### src/hdl/tama_pkg.sv
// Shared constants, payload types and state codes of the three-axis moving-average unit.
// Every other file in this folder but tama_ram refers to it by scoped names; it depends on nothing.
package tama_pkg;

	// Sample geometry and history depth
	localparam int DataW      = 32;
	localparam int WindowMax  = 64;
	localparam int CfgW       = 7;
	localparam int WindowRst  = 8;
	localparam int SlotW      = $clog2(WindowMax);
	localparam int CntW       = $clog2(WindowMax + 1);
	localparam int SumW       = DataW + SlotW;
	localparam int DivCntW    = $clog2(SumW);
	localparam int RemW       = CntW + 1;
	localparam int Axes       = 3;
	localparam int HistW      = Axes * DataW;

	// Stream widths: payload packed from the lowest bit, padded to whole bytes
	localparam int InTdataW   = ((Axes * DataW + 7) / 8) * 8;
	localparam int InTuserW   = 1;
	localparam int OutTdataW  = ((Axes * DataW + CntW + 7) / 8) * 8;

	// Input queue between the front and the back
	localparam int QueueDepth = 2;
	localparam int QPtrW      = $clog2(QueueDepth);
	localparam int QCntW      = $clog2(QueueDepth + 1);

	// One classified input item
	typedef struct packed {
		logic                    start;
		logic signed [DataW-1:0] z;
		logic signed [DataW-1:0] y;
		logic signed [DataW-1:0] x;
	} item_t;

	// Sequencer states of the back end
	typedef enum logic [5:0] {
		ST_IDLE = 6'b000001,
		ST_PREP = 6'b000010,
		ST_ACC  = 6'b000100,
		ST_DIVI = 6'b001000,
		ST_DIV  = 6'b010000,
		ST_DONE = 6'b100000
	} state_t;

endpackage

### src/hdl/tama_front.sv
// Front end: accepts input requests, unpacks them into items and holds them in a short queue.
// Depends on tama_pkg.
module tama_front (
	input  logic                            clk,
	input  logic                            arst_n,
	input  logic                            in_valid,
	output logic                            in_ready,
	input  logic [tama_pkg::InTdataW-1:0]   in_data,
	input  logic [tama_pkg::InTuserW-1:0]   in_user,
	output logic                            q_valid,
	output tama_pkg::item_t                 q_item,
	input  logic                            q_pop
);

	tama_pkg::item_t                 entry_q [tama_pkg::QueueDepth];
	tama_pkg::item_t                 in_item;
	logic [tama_pkg::QPtrW-1:0]      wr_ptr_q;
	logic [tama_pkg::QPtrW-1:0]      rd_ptr_q;
	logic [tama_pkg::QCntW-1:0]      count_q;
	logic                            push;
	logic                            pop;

	// Unpack the request into its fields
	always_comb begin
		in_item.x     = in_data[0 +: tama_pkg::DataW];
		in_item.y     = in_data[tama_pkg::DataW +: tama_pkg::DataW];
		in_item.z     = in_data[2 * tama_pkg::DataW +: tama_pkg::DataW];
		in_item.start = in_user[0];
	end

	assign in_ready = (count_q != tama_pkg::QCntW'(tama_pkg::QueueDepth));
	assign push     = in_valid && in_ready;
	assign pop      = q_pop && q_valid;
	assign q_valid  = (count_q != '0);
	assign q_item   = entry_q[rd_ptr_q];

	// Queue storage
	always_ff @(posedge clk) begin
		if (push) begin
			entry_q[wr_ptr_q] <= in_item;
		end
	end

	// Queue pointers and occupancy
	always_ff @(posedge clk or negedge arst_n) begin
		if (!arst_n) begin
			wr_ptr_q <= '0;
			rd_ptr_q <= '0;
			count_q  <= '0;
		end else begin
			if (push) begin
				wr_ptr_q <= (wr_ptr_q == tama_pkg::QPtrW'(tama_pkg::QueueDepth - 1)) ?
					'0 : wr_ptr_q + 1'b1;
			end
			if (pop) begin
				rd_ptr_q <= (rd_ptr_q == tama_pkg::QPtrW'(tama_pkg::QueueDepth - 1)) ?
					'0 : rd_ptr_q + 1'b1;
			end
			if (push && !pop) begin
				count_q <= count_q + 1'b1;
			end else if (pop && !push) begin
				count_q <= count_q - 1'b1;
			end
		end
	end

endmodule

### config.mk
export PLATFORM = sky130hd
export DESIGN_NAME = tama_front
export DESIGN_NICKNAME = d
export VERILOG_FILES = /design/src/hdl/tama_pkg.sv /design/src/hdl/tama_front.sv
export SDC_FILE = /design/constraint.sdc
export NUM_CORES = 1
export LEC_CHECK = 0
export ABC_CLOCK_PERIOD_IN_PS = 13100
export BUFFER_PORTS_ARGS = -buffer_cell sky130_fd_sc_hd__buf_2
export CORE_ASPECT_RATIO = 1.5
export CORE_MARGIN = 4
export CORE_UTILIZATION = 56
export DETAILED_ROUTE_END_ITERATION = 10
export GPL_TIMING_DRIVEN = 0
export PLACE_DENSITY = 0.85
export SYNTH_ARGS = -nofsm -noshare
export SYNTH_HDL_FRONTEND = slang
export SYNTH_SLANG_ARGS = --single-unit
### constraint.sdc
create_clock -name clk -period 13.1 [get_ports clk]
set_input_delay 1.965 -clock clk [delete_from_list [all_inputs] [get_ports clk]]
set_output_delay 1.965 -clock clk [all_outputs]
set_load 0.1 [all_outputs]
**After elaboration in Yosys (flattened, before gate mapping)**

Memories as Yosys holds them, arrays and structs flattened.
Cells that the tools add are included.

- Add/subtract/negate cells: 4
- Equal/unequal tests: 1
- Multiplexer cells: 6
- Reduce and logical (&&, ||, !) cells: 8

Operators with widths:

| kind | count |
|---|---|
| $logic_and 1x1->1 | 4 |
| $mux 1 | 4 |
| $mux 2 | 2 |
| $reduce_bool 2->1 | 2 |
| $add 1x1->1 const B | 2 |
| $add 2x1->2 const B | 1 |
| $logic_not 1->1 | 2 |
| $ne 2x2->1 const B | 1 |
| $sub 2x1->2 const B | 1 |

- Register bits: 4
- RAM bits: 194
- Input port bits: 101
- Output and inout port bits: 99
- Word-level logic and storage cells: 23
- Memories kept: 1

Memories:

| memory | depth | bits a word | read ports | clocked after Yosys merged registers in | write ports | line | source |
|---|---|---|---|---|---|---|---|
| entry_q | 2 | 97 | 1 | 0 | 1 | tama_front.sv:15 | `tama_pkg::item_t entry_q [tama_pkg::QueueDepth];` |

**Depth between registers and ports, before layout**

- Word-level depth: 6
- Depth in mapped cells: 7
- Gate-level depth less buffers: 7

**Least setup slack after synthesis**

Ideal clock, no wire load.

- Path type: input to register
- From: input in_valid
- To: memory entry_q[0][0] (netlist name), enable pin
- Setup time: 0.554 ns
- Arrival: 6.147 ns
- Data required time: 12.546 ns
- Setup slack: 6.399 ns
- Cell stages on the path: 2
- Path buffers: 0
- Cell sequence: nand2_1 -> nor2_1

- Cells in the longest elaborated chain, start to end: 3

Ends and longest elaborated chain:

| element | line | source |
|---|---|---|
| start: declaration | tama_front.sv:6 | `input logic in_valid,` |
| $logic_and 1x1->1 | tama_front.sv:32 | `assign push = in_valid && in_ready;` |
| $mux 1 | tama_front.sv:39 | `if (push) begin` |
| $mux 1 (implied by the code) | tama_front.sv:40 | `entry_q[wr_ptr_q] <= in_item;` |
| end: declaration | tama_front.sv:15 |  |

Every way passes these cells.

==> results.md <==
- CTS tree: built
- IO Port Bufs: between 150 and 200
- Total number of vias: 3697
- Row count: 50
- Avg WL per Cell: 19.1 µm
- Clk_skew: between 0.008 and 0.009 ns
- Synthesized instance count: between 300 and 400
- Met3 usage: 0.0637
- Req. time, crit path: between 10 and 15 ns
- Tot GR Track Use: 0.188
- Postcts setup bufs: 0
- Worst EP arrival: 1.90 ns
- Hold-fix buffers, CTS: 0
- Run status: completed
- Core Region: 0.0126 mm²
- Vias/cell: roughly 5.2
- Post-Syn Nets: approximately 420
- Crit Path Class: register to output pin
- Cts repair resizes: 0
- CTS Sinks: slightly below 200
- #FFs+latches synth: 198
- Final instance area: roughly 0.009 mm²
- Busiest grt layer: met2
- Iteration count of the initial detailed-routing pass: 4
- Fin crit share: 0.295
- GP Congestion: about 0.74
- Max-cap violations: 0
- Slew HR: 0.482
- Layout cells sized above 1: 0.620
- Initial core utilization: 0.578
- Worst-Margin Slew: 0.775 ns
- CTS Root Cell: clkbuf_16
- Seq/Total Area, Yosys: 0.815
- Finish-stage setup viols: 0
- Worst Setup SP: rd_ptr_q$_DFFE_PN0P_
- Total Neg Setup Slack: 0 ns
- HP Start: count_q[1]$_DFFE_PN0P_
- Largest net degree at the start of global routing: 69
- Routed Antenna Nets: 0
- # H-tree levels: 4
- Setup repair after global routing missed its margin: false
- Class of the worst hold path: register to register
- Fin util: 0.727
- Placed standard-cell area: 0.00857 mm²
- Post-route DRC violation count: 0
- Synth warn: 0
- HPWL Detailed: approximately 9.7 mm
- Vias in the first global route: slightly above 4k
- Critical path peak fanout: 10
- Slew Limit Fails: 0
- CTS Buf Count: 17
- Diode count: 0
- Most frequent cells in the layout: buf_2, edfxtp_1, mux2_2, mux2_4, clkbuf_16
- Die area: 0.0149 mm²
- Mean Syn Cell Area: 22.7 µm²
- Tmin final: about 3.9 ns
- Post-Layout Cell Count: just over 700
- Most common cell after layout, fill and taps aside: buf_2
- Cell Area, Synth: slightly above 0.007 mm²
- First-pass GRT wire length: roughly 21 mm
- Max Fclk: around 260 MHz
- Dpl cells: between 600 and 700
- Net count, final: between 600 and 700
- Crit end category: output pin
- WL final: ~14 mm
- Distinct cells, synth: 15
- Met2 Track Usage GR: 0.347
- CTS max path bufs: 2
- Met1 GRT Util: 0.189
- Clock Latency Late Sink: about 0.42 ns
- Nature of the critical path startpoint: register
- Clock transition at path regs: ~0.07 ns
- Die Span Y: 148 µm
- Layout Area Growth over Synthesis: 25.7%
- Initial antenna violation count: 0
- First DRT Iteration DRCs: 95
- I/O Pins: 200
- R2r startpoint: count_q[0]$_DFFE_PN0P_
- Final Hold Viols: 0
- Die width: 101 µm
- GRT overflow: 0
## synth_stat cells
cell type,count,area share
edfxtp_1,194,0.80
mux2_2,77,0.12
mux2_4,20,0.041
buf_2,7,0.0048
buf_6,4,0.0062
dfrtp_1,4,0.014
xnor2_1,3,0.0036
nand2_1,2,0.0010
nor2_1,2,0.0010
xor2_1,2,0.0024
and3_1,1,0.00086
ha_1,1,0.0017
inv_1,1,0.00052
nand2b_1,1,0.00086
or2_2,1,0.00086
## flip-flops by register name, indices dropped and copies added, names as in the netlist
signal    flops
count_q       2
entry_q     194
rd_ptr_q      1
wr_ptr_q      1
## final timing paths
check                                          end  slack (ns)  cells after the start
max                                     q_item[63]        9.24                      5
min                         count_q[1]$_DFFE_PN0P_        0.50                      1
max reg2reg                entry_q[0][1]$_DFFE_PP_       11.14                      4
min reg2reg                 count_q[1]$_DFFE_PN0P_        0.50                      1
max in group asynchronous     wr_ptr_q$_DFFE_PN0P_       11.64                      1
min in group asynchronous   count_q[0]$_DFFE_PN0P_        1.34                      1
## layout make-up
type	count	area (µm²)
Sequential cell	198	5930
Inverter	1	3.75
Clock inverter	14	143
Clock buffer	18	429
Fill cell	782	3440
Multi-Input combinational cell	110	1270
Tap cell	156	195
Timing Repair Buffer	203	1090
Buffer	11	80.1
## layer usage
metal	vias to the layer above	wire [µm]
met5	-	0
met4	0	371
met3	24	975
met2	129	7790
met1	1829	4460
li1	1715	-
## per-stage QoR
stage	hold WS [ns]	setup slack, ns
2_1_floorplan	0.456	6.40
3_3_place_gp	0.477	4.56
3_5_place_dp	0.481	9.65
4_1_cts	0.493	9.19
5_1_grt	0.524	9.14
6_report	0.498	9.24
## kinds of logic after synthesis
group	after synthesis	share of synthesized area
DFF	198	0.815
xor gates and xnor gates	5	0.00603
and+or+nand+nor	7	0.00465
muxes	97	0.161
adders and majority gates	1	0.00172
buffers and inverters	12	0.0115
## critical path, stage by stage (launching register included)
cell     delay [ns]
dfrtp_1        0.35
buf_6          0.16
buf_6          0.17
buf_6          0.19
mux2_4         0.32
buf_2          0.29
Power is left out: the tool's default activity adds up to more than one toggle a clock period on the data nets, which glitch-free logic cannot reach.
